$ cat src/rtl/core/psrb_pkg.sv
`timescale 1ns / 1ps
// shared types and constants for the palette scale rotate blitter
package psrb_pkg;

    localparam int SIDE_REG_W = 11;
    localparam int CFG_IDX_W  = 8;
    localparam int CNT_OUT_W  = 10;

    localparam logic [SIDE_REG_W-1:0] LONG_SIDE_RST  = 11'd800;
    localparam logic [SIDE_REG_W-1:0] SHORT_SIDE_RST = 11'd480;

    localparam logic [CFG_IDX_W-1:0] REG_LONG_SIDE  = 8'd0;
    localparam logic [CFG_IDX_W-1:0] REG_SHORT_SIDE = 8'd1;

    localparam logic [1:0] REQ_SRC_WR = 2'd0;
    localparam logic [1:0] REQ_PAL_WR = 2'd1;
    localparam logic [1:0] REQ_PULL   = 2'd2;

    typedef struct packed {
        logic [1:0]  req_type;
        logic [15:0] src_addr;
        logic [7:0]  pixel_value;
        logic [7:0]  pal_entry;
        logic [23:0] pal_rgb;
    } t_req;

    typedef struct packed {
        logic [CNT_OUT_W-1:0] out_x;
        logic [CNT_OUT_W-1:0] out_y;
        logic [7:0]           red;
        logic [7:0]           green;
        logic [7:0]           blue;
        logic                 end_of_row;
        logic                 end_of_frame;
    } t_res;

    typedef struct packed {
        logic div_start;
        logic load;
        logic src_wr;
        logic pal_wr;
        logic pull;
        logic rd_src;
        logic rd_pal;
    } t_cmd;

    typedef struct packed {
        logic div_done;
    } t_stat;

endpackage

$ cat src/rtl/core/psrb_ctrl.sv
`timescale 1ns / 1ps
// controller: setup after reset or side write, request dispatch, read sequencing
module psrb_ctrl (
    input  logic            i_clk,
    input  logic            i_rst_n,
    input  logic            i_start,
    input  logic [1:0]      i_req_type,
    input  logic            i_cfg_wr,
    input  psrb_pkg::t_stat i_stat,
    output psrb_pkg::t_cmd  o_cmd,
    output logic            o_busy,
    output logic            o_res_valid
);

    localparam logic [2:0] S_INIT = 3'd0;
    localparam logic [2:0] S_DIV  = 3'd1;
    localparam logic [2:0] S_IDLE = 3'd2;
    localparam logic [2:0] S_RD1  = 3'd3;
    localparam logic [2:0] S_RD2  = 3'd4;
    localparam logic [2:0] S_OUT  = 3'd5;

    logic [2:0] r_state, n_state;
    logic       accept;

    assign o_busy      = !(r_state inside {S_IDLE, S_OUT});
    assign accept      = i_start && !o_busy;
    assign o_res_valid = (r_state == S_OUT);

    always_comb begin
        o_cmd.div_start = (r_state == S_INIT);
        o_cmd.load      = (r_state == S_DIV) && i_stat.div_done && !i_cfg_wr;
        o_cmd.src_wr    = accept && (i_req_type == psrb_pkg::REQ_SRC_WR);
        o_cmd.pal_wr    = accept && (i_req_type == psrb_pkg::REQ_PAL_WR);
        o_cmd.pull      = accept && (i_req_type == psrb_pkg::REQ_PULL);
        o_cmd.rd_src    = (r_state == S_RD1);
        o_cmd.rd_pal    = (r_state == S_RD2);
    end

    always_comb begin
        n_state = r_state;
        if (i_cfg_wr) begin
            n_state = S_INIT;
        end else begin
            case (r_state)
                S_INIT: begin
                    n_state = S_DIV;
                end
                S_DIV: begin
                    if (i_stat.div_done) begin
                        n_state = S_IDLE;
                    end
                end
                S_IDLE, S_OUT: begin
                    n_state = o_cmd.pull ? S_RD1 : S_IDLE;
                end
                S_RD1: begin
                    n_state = S_RD2;
                end
                S_RD2: begin
                    n_state = S_OUT;
                end
                default: begin
                    n_state = S_INIT;
                end
            endcase
        end
    end

    always_ff @(posedge i_clk) begin
        if (!i_rst_n) begin
            r_state <= S_INIT;
        end else begin
            r_state <= n_state;
        end
    end

endmodule

$ cat config.mk
export PLATFORM = sky130hd
export DESIGN_NAME = psrb_ctrl
export DESIGN_NICKNAME = d
export VERILOG_FILES = /design/src/rtl/core/psrb_pkg.sv /design/src/rtl/core/psrb_ctrl.sv
export SDC_FILE = /design/constraint.sdc
export NUM_CORES = 1
export LEC_CHECK = 0
export BUFFER_PORTS_ARGS = -buffer_cell sky130_fd_sc_hd__buf_4
export CORE_AREA = 2 2 39 41
export DETAILED_ROUTE_END_ITERATION = 12
export DIE_AREA = 0 0 41 43
export GPL_TIMING_DRIVEN = 0
export PLACE_DENSITY = 0.43
export RECOVER_POWER = 100
export SYNTH_ARGS = -nofsm -noshare
export SYNTH_HDL_FRONTEND = slang
export SYNTH_SLANG_ARGS = --single-unit
$ cat constraint.sdc
create_clock -name i_clk -period 1.2 [get_ports i_clk]
set_clock_uncertainty 0.15 [all_clocks]
set_input_delay 0.3 -clock i_clk [delete_from_list [all_inputs] [get_ports i_clk]]
set_output_delay 0.3 -clock i_clk [all_outputs]
set_load 0.1 [all_outputs]
==> impl_metrics.csv, run 1 <==
group,metric,value,unit
finish,final_area,586.8,um^2
finish,nFillCells,145,
sta,setup_viol,11,
sta,layout_min_cycle_time,1882,ps
placed_design,place_area,386.6,um^2
clock_network,cts_buffers,3,
synth,yosysSeqAreaShare,29.81,%
job,drv_cap,0,
power,peakVddDrop,445.3,uV
floorplan,initial_core_util,14.56,%
finish,reg_top3,"r_state: 3 flops",
floorplan,die_width,41,um
route,vias,292,
outcome,violations,"negative setup slack",
setup_path,cp_max_fo,4,
finish,final_cell_mix,"buf_4, buf_12, buf_6",
sta,whs,216.2,ps
sta,relSlewSlack,83.95,%
finish,top_register,"r_state",
clock_network,htreeDepth,1,
clock_network,root_buffer,"clkbuf_4",
power,p_comb_share,27.4,%
clock_network,clock_latency,230,ps
sta,min_period_over_period,156.8,%
sta,setup_tns,-4600,ps
grt,grt-ovfl-total,0,
power,clockPowerShare,45.9,%
finish,seqCellArea,71.32,um^2
clock_network,path_clk_slew,40,ps
route,drtPass1Iterations,1,
synth,yosysTopAreaCell,"dfxtp_1",
route,postRouteAntennaNets,0,
grt,grt_max_degree,8,
synth,syn-cell-area,201.4,um^2
synth,synth_fp_nets,32,
finish,multiInputGateArea,198.9,um^2
synth,syn_inst,25,
finish,n_antenna_cell,0,
synth,syn_area_per_cell,8.058,um^2
sta,setup_slack,-681.8,ps
synth,ys_types,15,
setup_path,critPathKind,"reg -> out",
clock_network,cts_tree,"done",
placed_design,io_buffers,15,
grt,grt_pass1_vias,278,
grt,gr-max-usage-layer,"met2",
clock_network,clock_path_buffers,2,
route,viasPerCell,4.294,
grt,use_met3,3.141,%
finish,drive_gt1_share,76.92,%
power,power.leakage,0.2610,nW
finish,mostFrequentLayoutCell,"buf_4",
floorplan,dieHeight,43,um
synth,netlist_top_cells_area,"dfxtp_1, and3b_1, nor2_1, nor4b_2, nand2b_1",
sta,rsz0062_at_grt,"true",
floorplan,fp.coreArea,1384,um^2
grt,antenna_found_initial,0,
grt,grt_use_total,10.23,%
setup_path,end_kind,"output pin",
finish,area_growth,191.3,%
setup_path,critical_path_arrival,1430,ps
synth,synth-seq-cells,3,
placed_design,dpl.hpwl,473.4,um
route,post_drt_wl_per_cell,11.03,um
power,p_sw,0.1195,mW
sta,slew_violations,0,
grt,grt_pass1_wl,1159,um
sta,worst_pin_slew,238.8,ps
outcome,outcome,"finished with violations",
finish,num-nets-final,60,
floorplan,num_rows,14,
sta,max_freq,531.4,MHz
setup_path,required,750,ps
route,drt_iter0_drc,0,
finish,largest_reg_flops,3,
synth,synth_top_area_share,29.81,%
synth,yosys_warnings,0,
setup_path,cp-start-kind,"flop",
clock_network,clkSinkCount,3,
grt,use_met1,9.615,%
placed_design,place_congestion,0.7057,
power,cellPowerDensity,657.4,nW/um^2
floorplan,pin_count,16,
route,drc,0,
power,swShare,30.96,%
grt,grt_use_met2,16.88,%
route,routed_wl,750,um
floorplan,dieArea,1763,um^2
min_path,hp-class,"in -> reg",
power,p_int,0.2663,mW
power,pwr-share-seq,26.7,%
sta,hold_viol,0,
-- worst paths after layout --
| path | startpoint | cells past startpoint | to | slack [ps] |
|---|---|---|---|---|
| hold reg to reg | r_state[2]$_SDFFE_PP0P_ | 3 | r_state[0]$_SDFFE_PP0P_ | 510 |
| setup / recovery | r_state[1]$_SDFFE_PP0P_ | 4 | o_cmd[4] | -680 |
| hold / removal | i_rst_n | 3 | r_state[2]$_SDFFE_PP0P_ | 220 |
| setup reg to reg | r_state[1]$_SDFFE_PP0P_ | 4 | r_state[1]$_SDFFE_PP0P_ | -20 |
-- cell usage after synthesis (all sizes together) --
cell type  count
inv            1
dfxtp          3
nand2b         2
o21ai          2
nor4           1
and3b          3
nand2          2
nor3b          2
a21oi          1
nor4b          1
nor3           2
o21ba          1
nor2           4
-- stage by stage --
stage | utilization (%) | cells | power, mW | setup slack (ps)
finish | 42.41 | 68 | 0.3858 | -681.8
global placement | 27.94 | 56 | 0.1941 | -637.0
global route | 42.41 | 68 | 0.4152 | -739.9
detailed placement | 27.94 | 56 | 0.1957 | -657.0
CTS | 39.42 | 66 | 0.3966 | -692.1
floorplan | - | 25 | 0.1635 | -1522
-- metal layers --
layer / vias to the layer above / share of wire (%) / wire [um]
li1: 143 / - / -
met4: 0 / 2.1 / 16
met5: - / 0 / 0
met3: 2 / 6.3 / 47
met2: 11 / 56 / 420
met1: 136 / 35 / 265
-- power groups by stage --
stage / combinational (mW) / sequential (mW) / clock, mW
2_1_floorplan: 0.0533 / 0.110 / 0
5_1_grt: 0.111 / 0.103 / 0.201
3_3_place_gp: 0.0828 / 0.111 / 0
4_1_cts: 0.103 / 0.105 / 0.189
3_5_place_dp: 0.0840 / 0.112 / 0
6_report: 0.106 / 0.103 / 0.177
-- cell families after synthesis --
| kind of cell | share of synthesized area, % |
|---|---|
| AND/OR/NAND/NOR | 55.90 |
| flip-flops | 29.81 |
| AO/OA/AOI/OAI | 12.42 |
| buffers and inverters | 1.862 |
-- timing repair --
item,CTS,global route
hold buffers,0,0
gates resized for setup,22,7
buffers inserted,6,2
pin swaps,6,2
hold endpoints to repair,0,0
endpoints found under the setup margin,10,10
-- layout make-up --
class / count / share of cell area (%)
Timing Repair Buffer: 23 / 45.42
Tap cell: 16 / 3.412
Multi-Input combinational cell: 21 / 33.90
Clock buffer: 4 / 4.478
Inverter: 1 / 0.6397
Sequential cell: 3 / 12.15
-- worst max-delay path, stage by stage, from the launching register on --
cell and delay [ps]:
dfxtp_4 340, and3b_4 320, nor2_4 50, nor4b_4 220, buf_6 260
No activity file was read; power rests on OpenSTA's default activity.
==> inputs of run 2 (changes only) <==
Settings changed: PLACE_DENSITY 0.43 to 0.42, SLEW_MARGIN from default to 20.
Clock period 1.2 ns to 1.9 ns, I/O delays scaled along.
==> run 2 against run 1 <==
Net effect:
- the run still ends with negative setup slack left
- non-clock buffer count grew 1
- first-iteration DRC count grew 4
- worst hold slack gained 160 ps
- worst setup slack gained 500 ps
- power shrank 37%
- critical endpoint unchanged
- highest routed layer unchanged
==> impl_metrics.csv, run 2 (synthesized netlist as in run 1, its figures left out) <==
group,metric,value,unit
route,drtPass1Iterations,2,
finish,num-nets-final,61,
route,drt_iter0_drc,4,
clock_network,cts_tree,"done",
floorplan,fp.coreArea,1384,um^2
placed_design,io_buffers,15,
finish,drive_gt1_share,77.36,%
clock_network,path_clk_slew,40,ps
sta,worst_pin_slew,277.6,ps
clock_network,root_buffer,"clkbuf_4",
placed_design,place_area,385.4,um^2
finish,finalNonFillerCells,69,
route,postRouteAntennaNets,0,
placed_design,place_congestion,0.6930,
outcome,outcome,"finished with violations",
floorplan,num_rows,14,
floorplan,die_width,41,um
sta,layout_min_cycle_time,2081,ps
sta,max_freq,480.5,MHz
grt,grt_max_degree,8,
finish,final_cell_mix,"buf_4, buf_6",
grt,grt_pass1_vias,259,
sta,setup_tns,-311.0,ps
setup_path,max_stage_delay,360,ps
finish,n_antenna_cell,0,
route,vias,291,
job,drv_cap,0,
finish,area_growth,182.6,%
power,cellPowerDensity,427.7,nW/um^2
route,post_drt_wl_per_cell,10.10,um
clock_network,clock_path_buffers,2,
floorplan,dieHeight,43,um
clock_network,clkSinkCount,3,
finish,top_register,"r_state",
sta,slew_violations,0,
floorplan,dieArea,1763,um^2
setup_path,critPathKind,"reg -> out",
sta,hold_viol,0,
floorplan,initial_core_util,14.56,%
setup_path,cp-start-kind,"flop",
grt,antenna_found_initial,0,
grt,grt_use_total,8.735,%
clock_network,htreeDepth,1,
min_path,hp-class,"in -> reg",
grt,grt-ovfl-total,0,
route,drc,0,
finish,reg_top3,"r_state: 3 flops",
finish,largest_reg_flops,3,
power,peakVddDrop,291.8,uV
sta,min_period_over_period,109.5,%
clock_network,cts_buffers,3,
placed_design,dp_cells,56,
setup_path,critical_path_arrival,1460,ps
setup_path,required,1270,ps
setup_path,cp_max_fo,6,
route,routed_wl,697,um
setup_path,crit_chain,"nor3b_4 > nor2_4 > nor4b_4 > buf_6",
finish,final_area,569.3,um^2
finish,mostFrequentLayoutCell,"buf_4",
power,power.leakage,0.2605,nW
setup_path,crit_slowest_cell,"dfxtp_4",
sta,setup_slack,-181.1,ps
grt,grt_pass1_wl,993,um
outcome,violations,"negative setup slack",
route,viasPerCell,4.217,
clock_network,clock_latency,230,ps
sta,rsz0062_at_grt,"true",
sta,whs,380.5,ps
sta,setup_viol,3,
floorplan,pin_count,16,
sta,relSlewSlack,81.65,%
setup_path,end_kind,"output pin",
==> run 2: area by class of cell <==
cell class	instances	area (um^2)
sequential	3	71.32
multi-input combinational	21	211.5
timing repair buffer	24	236.5
clock buffer	4	26.28
inverter	1	3.754
tap	16	20.02
fill	145	814.5
==> run 2: path summary, 6_finish.rpt <==
kind                            cells after the start                      end                     from  slack, ps
worst max-delay path                                4                 o_cmd[4]  r_state[2]$_SDFFE_PP0P_       -180
worst min-delay path                                3  r_state[2]$_SDFFE_PP0P_                  i_rst_n        380
worst max register to register                      5  r_state[0]$_SDFFE_PP0P_  r_state[2]$_SDFFE_PP0P_        570
worst min register to register                      3  r_state[0]$_SDFFE_PP0P_  r_state[2]$_SDFFE_PP0P_        490
==> run 2: what timing repair did <==
item	in CTS	in global routing
hold buffers	0	0
buffers inserted	5	4
endpoints found under the setup margin	4	7
resized for setup	11	11
pin swaps	4	4
==> run 2: per-layer routing <==
layer | up-vias | global-route usage [%] | wire [um]
li1 | 148 | - | -
met3 | 2 | 0 | 30
met1 | 130 | 10.29 | 281
met2 | 11 | 13.44 | 369
met5 | - | 0 | 0
met4 | 0 | 8.000 | 16
==> run 2: stage by stage <==
step / utilization, % / power, mW / worst slack (ps)
2_1_floorplan: - / 0.1032 / -997.5
6_report: 41.14 / 0.2435 / -181.1
5_1_grt: 41.14 / 0.2605 / -258.1
3_3_place_gp: 27.85 / 0.1226 / -114.8
4_1_cts: 35.26 / 0.2471 / -163.1
3_5_place_dp: 27.85 / 0.1233 / -121.9
==> run 2: report_power, final <==
| part | switching (mW) | internal, mW |
|---|---|---|
| logic | 0.0396 | 0.0265 |
| clock network | 0.0338 | 0.0787 |
| registers | 0.00256 | 0.0623 |
==> run 2: worst max-delay path: cells and delay by family (launching register included) <==
kind                   cells  cell delay, ps
and+or+nand+nor            3             600
buffers and inverters      1             260
DFF                        1             360
==> inputs of run 3 (changes only) <==
--- a/config.mk
+++ b/config.mk
@@ -13,4 +13,5 @@
 export PLACE_DENSITY = 0.42
 export RECOVER_POWER = 100
+export REMOVE_ABC_BUFFERS = 1
 export SLEW_MARGIN = 20
 export SYNTH_ARGS = -nofsm -noshare
==> constraint.sdc (replaced) <==
create_clock -name i_clk -period 2.24 [get_ports i_clk]
set_clock_uncertainty 0.15 [all_clocks]
set_input_delay 0.56 -clock i_clk [delete_from_list [all_inputs] [get_ports i_clk]]
set_output_delay 0.56 -clock i_clk [all_outputs]
set_load 0.005 [all_outputs]
==> run 3 against run 2 <==
Net effect:
- the flow now finishes without violations
- utilization fell by 15 points
- critical path depth unchanged
- clock-buffer cell count unchanged
- design area decreased by 37%
- power decreased by 29%
- die area unchanged
- clock power down 17%
- via count fell by 15%
- sequential cell count unchanged
- sequential power shrank 11%
- non-clock buffer count is 9 lower
- highest routed layer is now met3
==> impl_metrics.csv, run 3 (synthesized netlist as in run 1, its figures left out) <==
group,metric,value,unit
grt,use_met1,6.731,%
grt,grt_use_total,6.720,%
setup_path,r2r_start,"r_state[1]$_SDFFE_PP0P_",
sta,relSlewSlack,83.15,%
setup_path,worst-path-buf-inv,1,
floorplan,dieArea,1763,um^2
finish,finalNonFillerCells,60,
power,cellPowerDensity,488.0,nW/um^2
finish,largest_reg_flops,3,
setup_path,max_stage_delay,420,ps
min_path,hp-class,"in -> reg",
finish,reg_top3,"r_state: 3 flops",
setup_path,end_kind,"output pin",
setup_path,regToRegSetupSlack,980,ps
sta,setup_tns,0,ps
finish,n_antenna_cell,0,
route,postRouteAntennaNets,0,
floorplan,pin_count,16,
setup_path,critPathKind,"reg -> out",
finish,mostFrequentLayoutCell,"buf_4",
clock_network,cts_buffers,3,
floorplan,dieHeight,43,um
power,peakVddDrop,186.4,uV
setup_path,ff2ff_path_depth,3,
clock_network,post_cts.repair.setup_buffers,0,
setup_path,required,1530,ps
floorplan,initial_core_util,14.56,%
setup_path,reg2reg_to,"r_state[0]$_SDFFE_PP0P_",
clock_network,hold_buffers,0,
finish,drive_gt1_share,45.45,%
route,viasPerCell,4.133,
grt,gr-max-usage-layer,"met2",
setup_path,crit_chain,"nor3b_2 > nor2_1 > nor4b_2 > buf_4",
sta,layout_min_cycle_time,2114,ps
placed_design,dpl.hpwl,425.7,um
grt,grt_use_met2,9.375,%
power,power.leakage,0.1750,nW
setup_path,cp_max_fo,8,
route,routed_wl,546,um
route,drc,0,
clock_network,htreeDepth,1,
placed_design,dp_cells,56,
setup_path,cp_top_family,"simple AND/OR/NAND/NOR gates",
sta,slew_violations,0,
grt,grt_pass1_wl,765,um
job,drv_cap,0,
setup_path,crit_start,"r_state[1]$_SDFFE_PP0P_",
clock_network,cts_resized,0,
clock_network,path_clk_slew,40,ps
setup_path,critical_path_arrival,1400,ps
route,drt_iter0_drc,3,
sta,min_period_over_period,94.35,%
route,vias,248,
clock_network,cts_tree,"done",
clock_network,clock_latency,230,ps
clock_network,root_buffer,"clkbuf_4",
grt,antenna_found_initial,0,
placed_design,place_congestion,0.5746,
finish,area_growth,77.02,%
grt,grt_pass1_vias,205,
outcome,outcome,"complete, no violations",
floorplan,fp.coreArea,1384,um^2
finish,final_cell_mix,"buf_4, clkbuf_4, nor2_1",
clock_network,clock_path_buffers,2,
grt,use_met3,3.665,%
floorplan,die_width,41,um
grt,grt_max_degree,9,
setup_path,crit_slowest_cell,"dfxtp_1",
sta,hold_viol,0,
clock_network,clkSinkCount,3,
setup_path,cp-start-kind,"flop",
sta,worst_pin_slew,250.1,ps
grt,grt-ovfl-total,0,
sta,rsz0062_at_grt,"false",
setup_path,crit_end,"o_cmd[4]",
finish,num-nets-final,52,
sta,setup_viol,0,
floorplan,num_rows,14,
route,drtPass1Iterations,2,
finish,top_register,"r_state",
placed_design,io_buffers,15,
sta,max_freq,473.1,MHz
route,post_drt_wl_per_cell,9.100,um
setup_path,path_depth,4,
[run 3: cell count changes in the layout (fill, tap and decap cells not counted), sizes merged]
cell | before | now
clkbuf | 4 | 9
buf | 24 | 10
[run 3: how the worst min path moves through the flow]
stage                       startpoint                      end  slack [ps]  cells past startpoint
2_1_floorplan  r_state[1]$_SDFFE_PP0P_  r_state[1]$_SDFFE_PP0P_         420                      2
5_1_grt                        i_rst_n  r_state[2]$_SDFFE_PP0P_         490                      3
4_1_cts                        i_rst_n  r_state[2]$_SDFFE_PP0P_         470                      3
6_report                       i_rst_n  r_state[2]$_SDFFE_PP0P_         470                      3
3_5_place_dp   r_state[1]$_SDFFE_PP0P_  r_state[1]$_SDFFE_PP0P_         480                      2
3_3_place_gp   r_state[1]$_SDFFE_PP0P_  r_state[1]$_SDFFE_PP0P_         470                      2
[run 3: layer usage]
layer,up-vias,routed length (um)
met2,13,231
li1,128,-
met5,-,0
met4,0,0
met3,0,88
met1,107,226
[run 3: final cells by class]
cell class,instances,area [um^2]
Sequential cell,3,60.06
Fill cell,167,1027
Multi-Input combinational cell,21,137.6
Tap cell,16,20.02
Clock buffer,4,26.28
Inverter,1,3.754
Timing Repair Buffer,15,108.9
[run 3: power by group]
group | switching (mW) | total (mW) | internal [mW]
logic | 0.00791 | 0.0217 | 0.0138
registers | 0.00275 | 0.0580 | 0.0553
clock network | 0.0275 | 0.0943 | 0.0667
total | 0.0382 | 0.174 | 0.136
[run 3: worst register-to-register path, cell delays in order (launching register included)]
cell     delay [ps]
dfxtp_1         420
and3b_1         230
o21ai_0         230
a21oi_1         100
[run 3: through the flow]
step / power (mW) / util [%] / cell area, um^2 / worst slack, ps / hold WS, ps
final: 0.1740 / 25.77 / 356.6 / 126.5 / 473.8
after global routing: 0.1862 / 25.77 / 356.6 / 8.871 / 493.3
after CTS: 0.1805 / 26.04 / 360.3 / 120.3 / 472.1
after detailed placement: 0.08117 / 24.14 / 334.1 / 365.7 / 475.1
after global placement: 0.08111 / 24.14 / 334.1 / 353.5 / 472.7
after floorplan: 0.06571 / - / 201.4 / 583.5 / 424.1
